**src/pdfm_pkg.sv**
```systemverilog
// ----------------------------------------------------------------------------
// PWM duty and frequency meter: shared package
// Result record and fixed constants used by the front end, the back end and the top level.
// ----------------------------------------------------------------------------
package pdfm_pkg;

  // Capture mode codes; bit 0 selects rising (1) or falling (0) polarity.
  localparam logic [7:0]  MODE_FALLING  = 8'h04;
  localparam logic [7:0]  MODE_RISING   = 8'h05;

  // Scaling and saturation limits.
  localparam logic [19:0] US_PER_SECOND = 20'd1000000;
  localparam logic [6:0]  PERCENT_SCALE = 7'd100;
  localparam logic [14:0] FIELD15_MAX   = 15'h7FFF;
  localparam logic [15:0] FREQ_MAX      = 16'hFFFF;

  // One result, last field in the lowest bit.
  typedef struct packed {
    logic        clear_timer;
    logic        next_edge_rising;
    logic        period_zero_error;
    logic [15:0] frequency_hz;
    logic [6:0]  duty_percent;
    logic [14:0] period_us;
    logic [14:0] width_us;
    logic        measurement_valid;
  } result_t;

endpackage

```
**src/pdfm_front.sv**
```systemverilog
// ----------------------------------------------------------------------------
// PWM duty and frequency meter: front end
// Tracks the edge phase, keeps the rise and fall stamps and turns each capture
// into a job: a plain polarity update or a completed width and period pair.
// ----------------------------------------------------------------------------
module pdfm_front import pdfm_pkg::*; #(
  parameter int TIMER_BITS = 16
) (
  input  logic                      clk,
  input  logic                      rst,
  input  logic                      s_tvalid,
  output logic                      s_tready,
  input  logic [15:0]               s_tdata,
  output logic                      job_valid,
  input  logic                      job_ready,
  output logic [2*TIMER_BITS+1:0]   job_data
);

  typedef enum logic [2:0] {
    PH_WAIT_RISE = 3'b001,
    PH_WAIT_FALL = 3'b010,
    PH_WAIT_END  = 3'b100
  } phase_t;

  phase_t                phase;
  logic [TIMER_BITS-1:0] rise_stamp;
  logic [TIMER_BITS-1:0] fall_stamp;
  logic [31:0]           cap_ext;
  logic [TIMER_BITS-1:0] stamp;
  logic                  accept;
  logic                  complete;
  logic                  next_rising;
  logic [TIMER_BITS-1:0] wdiff;
  logic [TIMER_BITS-1:0] pdiff;

  // Mask the captured value to the timer width.
  assign cap_ext  = {16'b0, s_tdata};
  assign stamp    = cap_ext[TIMER_BITS-1:0];
  assign s_tready = job_ready;
  assign job_valid = s_tvalid;
  assign accept   = s_tvalid && s_tready;

  // Classify the edge; the tick differences wrap at the timer width.
  always_comb begin
    complete    = 1'b0;
    next_rising = MODE_FALLING[0];
    wdiff       = fall_stamp - rise_stamp;
    pdiff       = stamp - rise_stamp;
    case (phase)
      PH_WAIT_FALL: begin
        next_rising = MODE_RISING[0];
      end
      PH_WAIT_END: begin
        complete    = 1'b1;
        next_rising = MODE_RISING[0];
      end
      default: begin
        next_rising = MODE_FALLING[0];
      end
    endcase
  end

  assign job_data = {complete, next_rising, wdiff, pdiff};

  // Phase and stamp registers advance once per accepted capture.
  always_ff @(posedge clk) begin
    if (rst) begin
      phase <= PH_WAIT_RISE;
    end else if (accept) begin
      case (phase)
        PH_WAIT_FALL: begin
          fall_stamp <= stamp;
          phase      <= PH_WAIT_END;
        end
        PH_WAIT_END: begin
          phase <= PH_WAIT_RISE;
        end
        default: begin
          rise_stamp <= stamp;
          phase      <= PH_WAIT_FALL;
        end
      endcase
    end
  end

endmodule

```
**src/pdfm_queue.sv**
```systemverilog
// ----------------------------------------------------------------------------
// PWM duty and frequency meter: job queue
// Two-entry FIFO that lets the front end keep taking captures while the back
// end is busy dividing.
// ----------------------------------------------------------------------------
module pdfm_queue #(
  parameter int WIDTH = 34
) (
  input  logic             clk,
  input  logic             rst,
  input  logic             wr_valid,
  output logic             wr_ready,
  input  logic [WIDTH-1:0] wr_data,
  output logic             rd_valid,
  input  logic             rd_ready,
  output logic [WIDTH-1:0] rd_data
);

  localparam int DEPTH = 2;
  localparam int AW    = $clog2(DEPTH);

  logic [WIDTH-1:0] entries [DEPTH];
  logic [AW-1:0]    wr_ptr;
  logic [AW-1:0]    rd_ptr;
  logic [AW:0]      count;
  logic             push;
  logic             pop;

  assign wr_ready = (count != (AW+1)'(DEPTH));
  assign rd_valid = (count != '0);
  assign rd_data  = entries[rd_ptr];
  assign push     = wr_valid && wr_ready;
  assign pop      = rd_valid && rd_ready;

  // Storage is written at the tail.
  always_ff @(posedge clk) begin
    if (push) begin
      entries[wr_ptr] <= wr_data;
    end
  end

  // Pointers and fill level.
  always_ff @(posedge clk) begin
    if (rst) begin
      wr_ptr <= '0;
      rd_ptr <= '0;
      count  <= '0;
    end else begin
      if (push) begin
        wr_ptr <= wr_ptr + 1'b1;
      end
      if (pop) begin
        rd_ptr <= rd_ptr + 1'b1;
      end
      if (push && !pop) begin
        count <= count + 1'b1;
      end else if (pop && !push) begin
        count <= count - 1'b1;
      end
    end
  end

endmodule

```
**src/pdfm_div.sv**
```systemverilog
// ----------------------------------------------------------------------------
// PWM duty and frequency meter: serial divider
// Restoring divider producing one quotient bit per cycle; done pulses as the
// last bit is registered, with the quotient held until the next start.
// ----------------------------------------------------------------------------
module pdfm_div #(
  parameter int NW  = 23,
  parameter int DVW = 16
) (
  input  logic           clk,
  input  logic           rst,
  input  logic           start,
  input  logic [NW-1:0]  dividend,
  input  logic [DVW-1:0] divisor,
  output logic           done,
  output logic [NW-1:0]  quotient
);

  localparam int CW = $clog2(NW + 1);

  logic [DVW-1:0] rem;
  logic [DVW-1:0] dvs;
  logic [CW-1:0]  cnt;
  logic           busy;
  logic [DVW:0]   shifted;
  logic           ge;
  logic [DVW:0]   diff;

  // One restoring step: bring down the next dividend bit and trial-subtract.
  assign shifted = {rem, quotient[NW-1]};
  assign ge      = (shifted >= {1'b0, dvs});
  assign diff    = shifted - {1'b0, dvs};

  // Datapath registers.
  always_ff @(posedge clk) begin
    if (start) begin
      rem      <= '0;
      dvs      <= divisor;
      quotient <= dividend;
    end else if (busy) begin
      rem      <= ge ? diff[DVW-1:0] : shifted[DVW-1:0];
      quotient <= {quotient[NW-2:0], ge};
    end
  end

  // Step counter and completion pulse.
  always_ff @(posedge clk) begin
    if (rst) begin
      busy <= 1'b0;
      done <= 1'b0;
      cnt  <= '0;
    end else begin
      done <= 1'b0;
      if (start) begin
        busy <= 1'b1;
        cnt  <= '0;
      end else if (busy) begin
        if (cnt == CW'(NW - 1)) begin
          busy <= 1'b0;
          done <= 1'b1;
        end
        cnt <= cnt + 1'b1;
      end
    end
  end

endmodule

```
**src/pdfm_back.sv**
```systemverilog
// ----------------------------------------------------------------------------
// PWM duty and frequency meter: back end
// Takes jobs from the queue, converts the tick differences to microseconds,
// runs the duty and frequency divisions on the shared serial divider and
// holds the result register.
// ----------------------------------------------------------------------------
module pdfm_back import pdfm_pkg::*; #(
  parameter int TICKS_PER_US = 2,
  parameter int TIMER_BITS   = 16
) (
  input  logic                     clk,
  input  logic                     rst,
  input  logic                     q_valid,
  output logic                     q_ready,
  input  logic [2*TIMER_BITS+1:0]  q_data,
  output logic                     m_tvalid,
  input  logic                     m_tready,
  output result_t                  m_result
);

  localparam int TW  = TIMER_BITS;
  localparam int NW  = (TW + 7 > 20) ? TW + 7 : 20;

  // Ticks to microseconds by a scaled reciprocal. The reciprocal is rounded up,
  // and its error stays below one part in the divisor for any TW-bit
  // difference, so the product shifted down is the exact floor quotient.
  localparam int              RSH     = TW + $clog2(TICKS_PER_US);
  localparam longint unsigned RECIP   = ((64'd1 << RSH) + 64'(TICKS_PER_US) - 64'd1)
                                        / 64'(TICKS_PER_US);
  localparam logic [TW:0]     RECIP_M = (TW+1)'(RECIP);

  typedef enum logic [4:0] {
    BK_IDLE   = 5'b00001,
    BK_PERIOD = 5'b00010,
    BK_DUTY   = 5'b00100,
    BK_FREQ   = 5'b01000,
    BK_OUT    = 5'b10000
  } bk_state_t;

  bk_state_t      state;
  logic           out_free;
  logic           out_load;
  logic           j_complete;
  logic           j_rising;
  logic [TW-1:0]  j_wdiff;
  logic [TW-1:0]  j_pdiff;
  logic [2*TW:0]  w_prod;
  logic [2*TW:0]  p_prod;
  logic [TW-1:0]  w_calc;
  logic [TW-1:0]  p_calc;
  logic           rising_q;
  logic [TW-1:0]  w_q;
  logic [TW-1:0]  p_q;
  logic [6:0]     duty_q;
  logic [15:0]    freq_q;
  logic           err_q;
  logic           div_start;
  logic [NW-1:0]  div_dividend;
  logic [TW-1:0]  div_divisor;
  logic           div_done;
  logic [NW-1:0]  div_quo;
  logic           p_zero;
  result_t        full_res;
  result_t        edge_res;

  assign j_complete = q_data[2*TW+1];
  assign j_rising   = q_data[2*TW];
  assign j_wdiff    = q_data[2*TW-1:TW];
  assign j_pdiff    = q_data[TW-1:0];
  assign out_free   = !m_tvalid || m_tready;
  assign p_zero     = (p_q == '0);

  // Width and period in microseconds from the wrapped tick differences.
  assign w_prod = (2*TW+1)'(j_wdiff) * (2*TW+1)'(RECIP_M);
  assign p_prod = (2*TW+1)'(j_pdiff) * (2*TW+1)'(RECIP_M);
  assign w_calc = TW'(w_prod >> RSH);
  assign p_calc = TW'(p_prod >> RSH);

  // Both divisions of a measurement divide by the period.
  assign div_divisor = p_q;

  pdfm_div #(
    .NW  (NW),
    .DVW (TW)
  ) u_div (
    .clk      (clk),
    .rst      (rst),
    .start    (div_start),
    .dividend (div_dividend),
    .divisor  (div_divisor),
    .done     (div_done),
    .quotient (div_quo)
  );

  // Queue pop, output load and divider operand selection for each step.
  always_comb begin
    q_ready      = 1'b0;
    out_load     = 1'b0;
    div_start    = 1'b0;
    div_dividend = '0;
    case (state)
      BK_IDLE: begin
        q_ready  = q_valid && (j_complete || out_free);
        out_load = q_valid && !j_complete && out_free;
      end
      BK_PERIOD: begin
        if (!p_zero) begin
          div_start    = 1'b1;
          div_dividend = NW'(w_q) * NW'(PERCENT_SCALE);
        end
      end
      BK_DUTY: begin
        if (div_done) begin
          div_start    = 1'b1;
          div_dividend = NW'(US_PER_SECOND);
        end
      end
      BK_OUT: begin
        out_load = out_free;
      end
      default: begin
        div_start = 1'b0;
      end
    endcase
  end

  // Result records for a completed measurement and for a plain edge.
  always_comb begin
    full_res                   = '0;
    full_res.measurement_valid = 1'b1;
    full_res.width_us  = (32'(w_q) > 32'(FIELD15_MAX)) ? FIELD15_MAX : 15'(w_q);
    full_res.period_us = (32'(p_q) > 32'(FIELD15_MAX)) ? FIELD15_MAX : 15'(p_q);
    full_res.duty_percent      = duty_q;
    full_res.frequency_hz      = freq_q;
    full_res.period_zero_error = err_q;
    full_res.next_edge_rising  = rising_q;
    full_res.clear_timer       = 1'b1;

    edge_res                  = '0;
    edge_res.next_edge_rising = j_rising;
  end

  // Sequencer and output register.
  always_ff @(posedge clk) begin
    if (rst) begin
      state    <= BK_IDLE;
      m_tvalid <= 1'b0;
    end else begin
      if (out_load) begin
        m_tvalid <= 1'b1;
      end else if (m_tready) begin
        m_tvalid <= 1'b0;
      end
      case (state)
        BK_IDLE: begin
          if (q_valid && q_ready) begin
            if (j_complete) begin
              w_q      <= w_calc;
              p_q      <= p_calc;
              rising_q <= j_rising;
              state    <= BK_PERIOD;
            end else begin
              m_result <= edge_res;
            end
          end
        end
        BK_PERIOD: begin
          if (p_zero) begin
            err_q  <= 1'b1;
            duty_q <= '0;
            freq_q <= '0;
            state  <= BK_OUT;
          end else begin
            err_q <= 1'b0;
            state <= BK_DUTY;
          end
        end
        BK_DUTY: begin
          if (div_done) begin
            duty_q <= (div_quo > NW'(PERCENT_SCALE)) ? PERCENT_SCALE : div_quo[6:0];
            state  <= BK_FREQ;
          end
        end
        BK_FREQ: begin
          if (div_done) begin
            freq_q <= (div_quo > NW'(FREQ_MAX)) ? FREQ_MAX : div_quo[15:0];
            state  <= BK_OUT;
          end
        end
        BK_OUT: begin
          if (out_free) begin
            m_result <= full_res;
            state    <= BK_IDLE;
          end
        end
        default: begin
          state <= BK_IDLE;
        end
      endcase
    end
  end

endmodule

```
**src/pwm_duty_frequency_meter_top.sv**
```systemverilog
// A rising or falling edge passes the job queue and the back end idle state into the
// result register; a completing edge also steps through the period check, the duty and
// frequency divisions (NW = max(TIMER_BITS+7, 20) bits, 23 at defaults) and the output
// state, and skips both divisions when the period is zero. Completing edges are paced
// by the duty and frequency divisions on the shared one-bit-per-cycle divider; other
// edges enter a two-entry job queue one per cycle while the queue has room.
// Reset: synchronous, active high; clears the edge phase, queue and result valid.
// ----------------------------------------------------------------------------
// PWM duty and frequency meter: top level
// Measures high width, period, duty cycle and frequency from edge captures.
// ----------------------------------------------------------------------------
module pwm_duty_frequency_meter_top import pdfm_pkg::*; #(
  parameter int TICKS_PER_US = 2,
  parameter int TIMER_BITS   = 16
) (
  input  logic        clk,
  input  logic        rst,
  input  logic        s_tvalid,
  output logic        s_tready,
  input  logic [15:0] s_tdata,   // [15:0] capture_value
  output logic        m_tvalid,
  input  logic        m_tready,
  output logic [63:0] m_tdata    // [0] measurement_valid, [15:1] width_us,
                                 // [30:16] period_us, [37:31] duty_percent,
                                 // [53:38] frequency_hz, [54] period_zero_error,
                                 // [55] next_edge_rising, [56] clear_timer, zero above
);

  localparam int JW = 2 * TIMER_BITS + 2;

  logic          f_valid;
  logic          f_ready;
  logic [JW-1:0] f_data;
  logic          q_valid;
  logic          q_ready;
  logic [JW-1:0] q_data;
  result_t       result;

  // Edge classification and stamp keeping.
  pdfm_front #(
    .TIMER_BITS (TIMER_BITS)
  ) u_front (
    .clk       (clk),
    .rst       (rst),
    .s_tvalid  (s_tvalid),
    .s_tready  (s_tready),
    .s_tdata   (s_tdata),
    .job_valid (f_valid),
    .job_ready (f_ready),
    .job_data  (f_data)
  );

  // Job queue between front and back.
  pdfm_queue #(
    .WIDTH (JW)
  ) u_queue (
    .clk      (clk),
    .rst      (rst),
    .wr_valid (f_valid),
    .wr_ready (f_ready),
    .wr_data  (f_data),
    .rd_valid (q_valid),
    .rd_ready (q_ready),
    .rd_data  (q_data)
  );

  // Division sequence and result register.
  pdfm_back #(
    .TICKS_PER_US (TICKS_PER_US),
    .TIMER_BITS   (TIMER_BITS)
  ) u_back (
    .clk      (clk),
    .rst      (rst),
    .q_valid  (q_valid),
    .q_ready  (q_ready),
    .q_data   (q_data),
    .m_tvalid (m_tvalid),
    .m_tready (m_tready),
    .m_result (result)
  );

  assign m_tdata = {7'b0, result};

endmodule
```
**config.mk**
```make
export PLATFORM = sky130hd
export DESIGN_NAME = pwm_duty_frequency_meter_top
export DESIGN_NICKNAME = d
export VERILOG_FILES = /design/src/pdfm_pkg.sv /design/src/pdfm_front.sv /design/src/pdfm_queue.sv /design/src/pdfm_div.sv /design/src/pdfm_back.sv /design/src/pwm_duty_frequency_meter_top.sv
export SDC_FILE = /design/constraint.sdc
export NUM_CORES = 1
export LEC_CHECK = 0
export ABC_CLOCK_PERIOD_IN_PS = 8200
export BUFFER_PORTS_ARGS = -buffer_cell sky130_fd_sc_hd__buf_2
export CORE_MARGIN = 10
export CORE_UTILIZATION = 50
export CTS_BUF_LIST = sky130_fd_sc_hd__clkbuf_2 sky130_fd_sc_hd__clkbuf_4 sky130_fd_sc_hd__clkbuf_8
export DETAILED_ROUTE_END_ITERATION = 10
export PLACE_DENSITY = 0.68
export RECOVER_POWER = 25
export SLEW_MARGIN = 40
export SYNTH_ARGS = -nofsm -noshare
export SYNTH_HDL_FRONTEND = slang
export SYNTH_SLANG_ARGS = --single-unit
```
**constraint.sdc**
```tcl
create_clock -name clk -period 8.2 [get_ports clk]
set_input_delay 2.05 -clock clk [delete_from_list [all_inputs] [get_ports clk]]
set_output_delay 2.05 -clock clk [all_outputs]
set_load 0.03 [all_outputs]
```
==> results of run 1 <==
## power groups by stage
stage	Sequential, W	Clock [W]	Combinational (W)
floorplan	0.00203	0	0.00110
global placement	0.00196	0	0.00148
detailed placement	0.00197	0	0.00150
CTS	0.00194	0.00137	0.00151
global route	0.00196	0.00144	0.00169
finish	0.00194	0.00134	0.00150
## per-layer routing
metal,global-route usage,vias up,part of all wire
met1,0.1938,4165,0.45
met5,0,-,0
met3,0.03061,47,0.051
met4,0.04462,0,0.021
li1,-,4433,-
met2,0.2583,194,0.48
## critical path, stage by stage (launching register included)
cell and delay, ns:
edfxtp_1 0.51, ha_1 0.33, ha_1 0.27, inv_1 0.05
fa_1 0.53, inv_1 0.05, ha_1 0.35, a21oi_1 0.18
and2_1 0.18, a21boi_0 0.14, o31ai_1 0.53, a21boi_0 0.19
mux2_2 0.30, o21ai_0 0.14
## how the worst min path moves through the flow
| stage | start | end | slack [ns] | cells past startpoint |
|---|---|---|---|---|
| 5_1_grt | u_back.div_divisor[7] | u_back.u_div.dvs[7] | 0.51 | 0 |
| 6_report | u_back.div_divisor[7] | u_back.u_div.dvs[7] | 0.48 | 0 |
| 3_3_place_gp | u_back.div_divisor[7] | u_back.u_div.dvs[7] | 0.46 | 0 |
| 2_1_floorplan | u_back.div_divisor[0] | u_back.u_div.dvs[0] | 0.44 | 0 |
| 4_1_cts | u_back.div_divisor[7] | u_back.u_div.dvs[7] | 0.48 | 0 |
| 3_5_place_dp | u_back.div_divisor[7] | u_back.u_div.dvs[7] | 0.46 | 0 |
## layout by cell type, fill, tap and decap left out, types with 10 or more instances in the layout
master	synthesis	routed
edfxtp_1	245	245
inv_1	98	97
ha_1	96	96
nor2_1	76	73
nand2_1	67	67
buf_2	5	62
a21oi_1	58	58
clkbuf_8	0	48
o21ai_0	47	47
dfxtp_1	37	37
and2_0	0	30
o21a_1	27	27
xnor2_1	27	27
nand3_1	24	24
xor2_1	24	24
mux2_2	33	23
nor3_1	22	20
clkbuf_4	0	19
and3_1	18	18
a31oi_1	17	17
clkbuf_1	29	17
a21o_1	16	16
nor2b_1	15	15
nand4_1	13	13
and2_1	44	13
fa_1	13	13
nand2b_1	11	10
mux2_1	0	10
## registers in the layout, summed over array words and instances (netlist names), named ones only
signal and count:
u_back.div_divisor 15, u_back.duty_q 7, u_back.err_q 1, u_back.freq_q 16
u_back.m_result 56, u_back.m_tvalid 1, u_back.rising_q 1, u_back.state 5
u_back.u_div.busy 1, u_back.u_div.cnt 5, u_back.u_div.done 1, u_back.u_div.dvs 15
u_back.u_div.quotient 23, u_back.u_div.rem 16, u_back.w_q 15, u_front.fall_stamp 16
u_front.phase 3, u_front.rise_stamp 16, u_queue.count 2, u_queue.entries 64
u_queue.rd_ptr 1, u_queue.wr_ptr 1
## stage by stage
step	setup slack (ns)	cells	hold WS [ns]	cell area, um^2
finish	4.286	1684	0.4804	15910
global route	3.957	1684	0.5074	15910
CTS	4.275	1684	0.4791	15930
detailed placement	3.838	1599	0.4640	14900
global placement	3.912	1599	0.4566	14890
floorplan	1.374	1180	0.4415	14140
## cells in the mapped netlist, drive strengths merged (5+ instances only)
cell type	instances	area (um^2)
nand2	67	251.5
nand3b	7	52.55
inv	98	367.9
nor2	76	285.3
nor2b	15	93.84
or2	5	31.28
dfxtp	37	740.7
xor2	24	210.2
nor3	22	110.1
buf	18	111.4
nor4	9	56.30
o21ai	47	235.2
o21a	27	202.7
mux2	33	371.6
nand3	24	120.1
a21o	16	120.1
a41oi	5	43.79
a21boi	5	37.54
and2	44	275.3
clkbuf	29	108.9
xnor2	27	236.5
a31oi	17	106.4
fa	13	260.3
a211o	5	43.79
nand4	14	102.6
and3	19	123.9
o211ai	5	37.54
nand2b	11	68.82
a21oi	58	290.3
edfxtp	245	7357
nor3b	7	52.55
ha	96	1201
o31ai	7	52.55
## cells by family after synthesis
kind of cell    share of synthesized area
fa+ha+maj                          0.1035
xor+xnor                          0.03163
simple gates                       0.1235
compound gates                    0.09685
other cells                     0.0002656
flops                              0.5735
buf+inv                           0.04164
mux                               0.02915
## area by class of cell
type / instances / area [um^2] / area share
clock buffer: 67 / 803.3 / 0.05050
clock inverter: 18 / 229.0 / 0.01439
multi-input combinational: 753 / 5494 / 0.3454
tap: 378 / 473.0 / 0.02973
sequential: 282 / 8098 / 0.5091
timing repair buffer: 88 / 441.7 / 0.02777
inverter: 98 / 367.9 / 0.02313
==> flow_summary.yaml, run 1 <==
worst_setup_path:
  rrSetupSlack_ns: 4.29
  worst_setup_path_start_kind: "flop"
  path_class: "reg2reg"
  r2r-end: "u_back.u_div.quotient[16]"
  worstSetupEndpointType: "flop"
  reg2reg_depth: 13
  crit_fanout: 4
  cp.arrival_ns: 4.30
  crit_required_ns: 8.59
  r2r-start: "u_back.w_q[6]"
  cp-endpoint: "u_back.u_div.quotient[16]"
  startpoint: "u_back.w_q[6]"
clock_network:
  cts_repair_resize_count: 0
  cts_buffer_depth: 3
  clock_sinks: 282
  cts_hold_buffers: 0
  clock_latency_ns: 0.56
  root_buffer: "clkbuf_8"
  h-tree-depth: 2
  cts_tree: "done"
  post_cts_buffers: 0
  path_clk_slew_ns: 0.06
  cts-buffers-inserted: 46
layout:
  layout.nets: 1398
  n_fill_cell: 2290
  final_util: 0.5710
  area.growth.synth_to_final_pct: 12.64
  diodes: 0
  drive_above_1_share: 0.1485
die:
  die_h_um: 188.1
  num_io_pins: 86
  initial_core_util: 0.5069
  fp.dieW_um: 188.1
  rows: 61
  core_um2: 27860
  die-area_um2: 35360
yosys:
  synth_edf_count: 245
  synth.cell_area_um2: 14120
  yosys_warnings: 0
  synth_cell_types: 61
  synth.avg_cell_area_um2: 12.03
  synthCells: 1174
  synth_seq_cells: 282
  seq_area_frac_synth: 0.5735
  synthFlopType: "edfxtp_1"
  async_flop_share: 0
placed_design:
  hpwl_mm: 19.33
  numPortBuffers: 78
  gp_congestion: 0.8809
worst_hold_path:
  min_path_type: "reg2reg"
timing:
  slew-limit-headroom: -0.3392
  worstMarginPinSlew_ns: 2.009
  post-route-period-util: 0.4773
  fmax_mhz: 255.5
  rsz0062_at_grt: "false"
  timing.final.hold_violations: 0
  slew_violations: 92
  finalCriticalPeriod_ns: 3.914
  fin_tns_setup_ns: 0
  finalSetupViolCount: 0
  finClkSkew_ns: 0.01979
routing:
  drt-vias-per-instance: 5.249
  firstDrtPassIters: 5
  drt_iter0_markers: 478
  routed_wl_mm: 27.22
  vias: 8839
  wl_per_cell_um: 16.17
  drc: 0
  ant_nets: 0
global_route:
  antenna_found_initial: 0
  grt_max_degree: 59
  grt_first_pass_wirelength_mm: 45.11
  overflow: 0
  grt_pass1_vias: 8824
  grt.total_usage: 0.1527
power_and_ir_drop:
  p_clk_frac: 0.281
  power_frac_seq: 0.405
  power_w: 0.004779
  p_int_w: 0.003224
  swShare: 0.3253
  combinationalPowerShare: 0.314
  p_leak_nw: 6.331
  p_per_area_nw_per_um2: 300.4
  p_sw_w: 0.001554
  ir_drop_v: 0.0001461
status:
  status: "complete, but fails checks"
  violations: "max-capacitance violations, max-slew violations"
flow_run:
  maxCapViolCount: 2
Note: power is estimated with default switching activity, not from simulation.
==> run 2, diff against run 1 <==
ABC_CLOCK_PERIOD_IN_PS = 3700   (was 8200)
clock period = 3.7 ns   (was 8.2 ns; I/O delays follow)
==> run 2 against run 1 <==
  * The run still ends with max-capacitance violations, max-slew violations left
  * Power rose by 120%
  * Clock skew rose by 0.0050 ns
  * Sequential power rose by 120%
  * Clock power rose by 110%
  * Routed wire length barely moved
  * Sequential share of layout area fell by 0.45 points
  * Utilization rose by 0.51 points
  * Critical path depth rose by 1
  * Count of clock-buffer cells in the layout fell by 1
  * Hold slack improved by 0.0062 ns
  * Largest power group unchanged
  * Highest routed layer unchanged
==> flow_summary.yaml, run 2 (same netlist as run 1, synthesis figures left out) <==
status:
  status: "complete, but fails checks"
  violations: "max-capacitance violations, max-slew violations"
worst_setup_path:
  slowest_stage: "fa_1"
  crit_fanout: 4
  worstSetupEndpointType: "flop"
  reg2reg_depth: 14
  crit_required_ns: 4.10
  path_class: "reg2reg"
  crit_chain: "ha_1, ha_1, inv_1, fa_1, inv_1, ha_4, nand3_1, o21bai_1, a21boi_1, o31ai_1, buf_4, a21boi_0, mux2_2, o21ai_0"
  worst_setup_path_start_kind: "flop"
  cp.arrival_ns: 3.91
  max_stage_delay_ns: 0.49
layout:
  layout.nets: 1417
  drive_above_1_share: 0.1589
  reg_top3: "u_queue.entries x64, u_back.m_result x56, u_back.u_div.quotient x23"
  n_fill_cell: 2305
  diodes: 0
  ff_latch_area_um2: 8098
  largest_reg_flops: 64
  multiInputGateArea_um2: 5539
  stdcell_area_um2: 16050
  top_register: "u_queue.entries"
  final_cell_mix: "edfxtp_1 (245), inv_1 (98), ha_1 (93)"
  final_common_cell: "edfxtp_1"
  area.growth.synth_to_final_pct: 13.65
placed_design:
  dpl_cell_area_um2: 15010
  gp_congestion: 0.8754
  hpwl_mm: 19.92
  numPortBuffers: 78
power_and_ir_drop:
  p_int_w: 0.007096
  p_sw_w: 0.003494
  p_leak_nw: 6.414
  swShare: 0.3300
  power_frac_seq: 0.405
  combinationalPowerShare: 0.324
  ir_drop_v: 0.0004315
  p_clk_frac: 0.271
  p_per_area_nw_per_um2: 659.9
  power_w: 0.01059
clock_network:
  cts_buffer_depth: 3
  cts-buffers-inserted: 49
  clock_sinks: 282
  root_buffer: "clkbuf_8"
  cts_hold_buffers: 0
  clock_latency_ns: 0.57
  cts_tree: "done"
  h-tree-depth: 2
  path_clk_slew_ns: 0.07
routing:
  routed_wl_mm: 27.23
  ant_nets: 0
  firstDrtPassIters: 6
  drt-vias-per-instance: 5.225
  drt_iter0_markers: 400
  wl_per_cell_um: 15.96
  drc: 0
  vias: 8913
global_route:
  grt.total_usage: 0.1525
  overflow: 0
  grt_pass1_vias: 8875
  antenna_found_initial: 0
  grt_first_pass_wirelength_mm: 45.04
  grt_max_degree: 49
die:
  num_io_pins: 86
  core_um2: 27860
  die-area_um2: 35360
  initial_core_util: 0.5069
  fp.dieW_um: 188.1
  die_h_um: 188.1
  rows: 61
timing:
  timing.final.hold_violations: 0
  slew_violations: 33
  holdWs_ns: 0.4866
  slew-limit-headroom: -0.2208
  fin_tns_setup_ns: 0
  post-route-period-util: 0.9464
  finalCriticalPeriod_ns: 3.502
  worstMarginPinSlew_ns: 1.831
  fmax_mhz: 285.6
  finClkSkew_ns: 0.02475
  finalSetupViolCount: 0
flow_run:
  maxCapViolCount: 1
worst_hold_path:
  holdPathStages: 2
  min_path_type: "reg2reg"
[run 2: cell types whose count changed in the layout (fill, tap and decap cells not counted), moves of 3 or more]
| cell | previous run | this run |
|---|---|---|
| ha_1 | 96 | 93 |
| and2_0 | 30 | 14 |
| and2_1 | 13 | 30 |
| clkbuf_1 | 17 | 20 |
| ha_4 | 0 | 3 |
| clkinv_2 | 4 | 10 |
| buf_4 | 9 | 22 |
[run 2: worst paths after layout]
check	start	to	slack [ns]
max	u_back.w_q[5]	u_back.u_div.quotient[16]	0.20
min	u_back.u_div.rem[6]	u_back.u_div.rem[7]	0.49
max reg2reg	u_back.w_q[5]	u_back.u_div.quotient[16]	0.20
min reg2reg	u_back.u_div.rem[6]	u_back.u_div.rem[7]	0.49
[run 2: critical path: cells and delay by family (launching register included)]
kind / cells / cell delay, ns
compound gates: 5 / 0.77
simple gates: 1 / 0.10
fa+ha+maj: 4 / 1.38
flops: 1 / 0.46
mux: 1 / 0.35
buf+inv: 3 / 0.26
[run 2: cell type report]
cell class / count / area share
inverters: 98 / 0.02292
clock buffers: 66 / 0.04998
well taps: 378 / 0.02947
flip-flops and latches: 282 / 0.5046
repair buffers: 104 / 0.03431
multi-input cells: 753 / 0.3452
clock inverters: 25 / 0.01357
[run 2: layer usage]
layer,track usage,part of all wire,wire length [um]
met5,0,0,0
met4,0.04615,0.021,561
met2,0.2625,0.49,13380
met1,0.1881,0.44,11930
met3,0.03173,0.050,1357
[run 2: timing repair]
action | in CTS | in global routing
hold endpoints to repair | 0 | 0
buffers inserted | 0 | 2
setup endpoints to repair | 0 | 5
resized for setup | 0 | 6
[run 2: metrics by stage]
stage,setup slack (ns),instances,utilization
2_1_floorplan,0.3226,1180,-
3_3_place_gp,0.1860,1613,0.5388
3_5_place_dp,0.1274,1613,0.5388
4_1_cts,0.07723,1704,0.5754
5_1_grt,-0.03058,1706,0.5761
6_report,0.1984,1706,0.5761
[run 2: power groups by stage]
stage / registers [W] / clock network, W / logic, W
after global placement: 0.00433 / 0 / 0.00334
after floorplan: 0.00448 / 0 / 0.00245
final: 0.00429 / 0.00287 / 0.00343
after detailed placement: 0.00435 / 0 / 0.00338
after CTS: 0.00429 / 0.00296 / 0.00341
after global routing: 0.00433 / 0.00312 / 0.00386
==> run 3, diff against run 2 <==
RECOVER_POWER = 50   (was 25)
==> run 3 against run 2 <==
  * The run still ends with max-capacitance violations, max-slew violations left
  * First-iteration DRC count grew 7.5%
  * Routed wire length hardly changed
  * Utilization fell by 0.14 points
  * Via count grew 0.11%
  * Power about the same
  * Critical path type unchanged
  * Flip-flop and latch count unchanged
==> flow_summary.yaml, run 3 (same netlist as run 1, synthesis figures left out) <==
status:
  status: "complete, but fails checks"
  violations: "max-capacitance violations, max-slew violations"
global_route:
  antenna_found_initial: 0
  grt_pass1_vias: 8875
  grt_util_met1: 0.1881
  grt_use_met2: 0.2625
  grt.total_usage: 0.1525
  grt_max_degree: 49
  met3_usage: 0.03173
  grt.busiest_layer: "met2"
  overflow: 0
  grt_first_pass_wirelength_mm: 45.04
die:
  die-area_um2: 35360
  rows: 61
  initial_core_util: 0.5069
  num_io_pins: 86
  fp.dieW_um: 188.1
  die_h_um: 188.1
  core_um2: 27860
worst_setup_path:
  path_class: "reg2reg"
  worst_setup_path_start_kind: "flop"
  crit_fanout: 4
  crit_required_ns: 4.10
  worstSetupEndpointType: "flop"
  cp.arrival_ns: 3.91
power_and_ir_drop:
  p_per_area_nw_per_um2: 661.4
  p_int_w: 0.007087
  power_w: 0.01059
  p_sw_w: 0.003501
  ir_drop_v: 0.0004316
  swShare: 0.3306
  p_clk_frac: 0.271
  combinationalPowerShare: 0.323
  p_leak_nw: 6.326
  power_frac_seq: 0.406
timing:
  timing.final.hold_violations: 0
  post-route-period-util: 0.9463
  finalCriticalPeriod_ns: 3.501
  finalSetupViolCount: 0
  worstMarginPinSlew_ns: 1.931
  slew_violations: 98
  fmax_mhz: 285.6
  slew-limit-headroom: -0.2874
  finClkSkew_ns: 0.02474
layout:
  layout.nets: 1417
  final_cell_mix: "edfxtp_1 (245), inv_1 (98), ha_1 (93)"
  final_common_cell: "edfxtp_1"
  diodes: 0
  area.growth.synth_to_final_pct: 13.37
  stdcell_count: 1706
  largest_reg_flops: 64
  reg_top3: "u_queue.entries x64, u_back.m_result x56, u_back.u_div.quotient x23"
  drive_above_1_share: 0.1401
  top_register: "u_queue.entries"
  stdcell_area_um2: 16010
clock_network:
  cts_tree: "done"
  path_clk_slew_ns: 0.07
  cts_hold_buffers: 0
  root_buffer: "clkbuf_8"
  h-tree-depth: 2
  cts_buffer_depth: 3
  cts-buffers-inserted: 49
  clock_latency_ns: 0.57
  clock_sinks: 282
routing:
  routed_wl_mm: 27.26
  drt-vias-per-instance: 5.230
  firstDrtPassIters: 5
  vias: 8923
  ant_nets: 0
  drc: 0
  drt_iter0_markers: 430
  wl_per_cell_um: 15.98
placed_design:
  gp_congestion: 0.8754
  dpl_cell_area_um2: 15010
  hpwl_mm: 19.92
  numPlacedInstances: 1613
  numPortBuffers: 78
worst_hold_path:
  min_path_type: "reg2reg"
flow_run:
  maxCapViolCount: 3
[run 3: worst max-delay path, cell delays in order (launching register included)]
cell	delay (ns)
edfxtp_1	0.46
ha_1	0.33
ha_1	0.28
inv_1	0.05
fa_1	0.49
inv_1	0.06
ha_4	0.28
nand3_1	0.10
o21bai_1	0.19
a21boi_1	0.18
o31ai_1	0.09
buf_4	0.15
a21boi_0	0.18
mux2_2	0.35
o21ai_0	0.13
[run 3: repair_timing]
item	in CTS	in global routing
endpoints found under the setup margin	0	5
buffers inserted	0	2
resized for setup	0	6
endpoints found under the hold margin	0	0
[run 3: final timing paths]
path | endpoint | start | slack (ns) | cells after the start
min | u_back.u_div.dvs[6] | u_back.div_divisor[6] | 0.49 | 0
max | u_back.u_div.quotient[16] | u_back.w_q[5] | 0.20 | 14
max reg2reg | u_back.u_div.quotient[16] | u_back.w_q[5] | 0.20 | 14
min reg2reg | u_back.u_div.dvs[6] | u_back.div_divisor[6] | 0.49 | 0
[run 3: metrics by stage]
| stage | setup TNS [ns] | hold slack [ns] | utilization | worst slack [ns] |
|---|---|---|---|---|
| floorplan | 0 | 0.4415 | - | 0.3226 |
| global placement | 0 | 0.4744 | 0.5388 | 0.1860 |
| detailed placement | 0 | 0.4819 | 0.5388 | 0.1274 |
| CTS | 0 | 0.4903 | 0.5754 | 0.07723 |
| global route | -0.03058 | 0.5094 | 0.5747 | -0.03058 |
| finish | 0 | 0.4888 | 0.5747 | 0.1988 |
[run 3: power groups by stage]
| stage | Sequential [W] | Combinational (W) | Clock (W) |
|---|---|---|---|
| floorplan | 0.00448 | 0.00245 | 0 |
| global route | 0.00434 | 0.00385 | 0.00312 |
| CTS | 0.00429 | 0.00341 | 0.00296 |
| finish | 0.00429 | 0.00342 | 0.00287 |
| global placement | 0.00433 | 0.00334 | 0 |
| detailed placement | 0.00435 | 0.00338 | 0 |
[run 3: metal layers]
metal | vias to the layer above | share of wire
met2 | 175 | 0.49
li1 | 4488 | -
met1 | 4219 | 0.44
met3 | 41 | 0.049
met4 | 0 | 0.020
met5 | - | 0
[run 3: cell type report]
| type | count | area, um^2 |
|---|---|---|
| inverter | 98 | 367.9 |
| sequential | 282 | 8098 |
| clock inverter | 25 | 217.7 |
| clock buffer | 66 | 802.0 |
| tap | 378 | 473.0 |
| timing repair buffer | 104 | 511.7 |
| fill | 2318 | 11850 |
| multi-input combinational | 753 | 5539 |
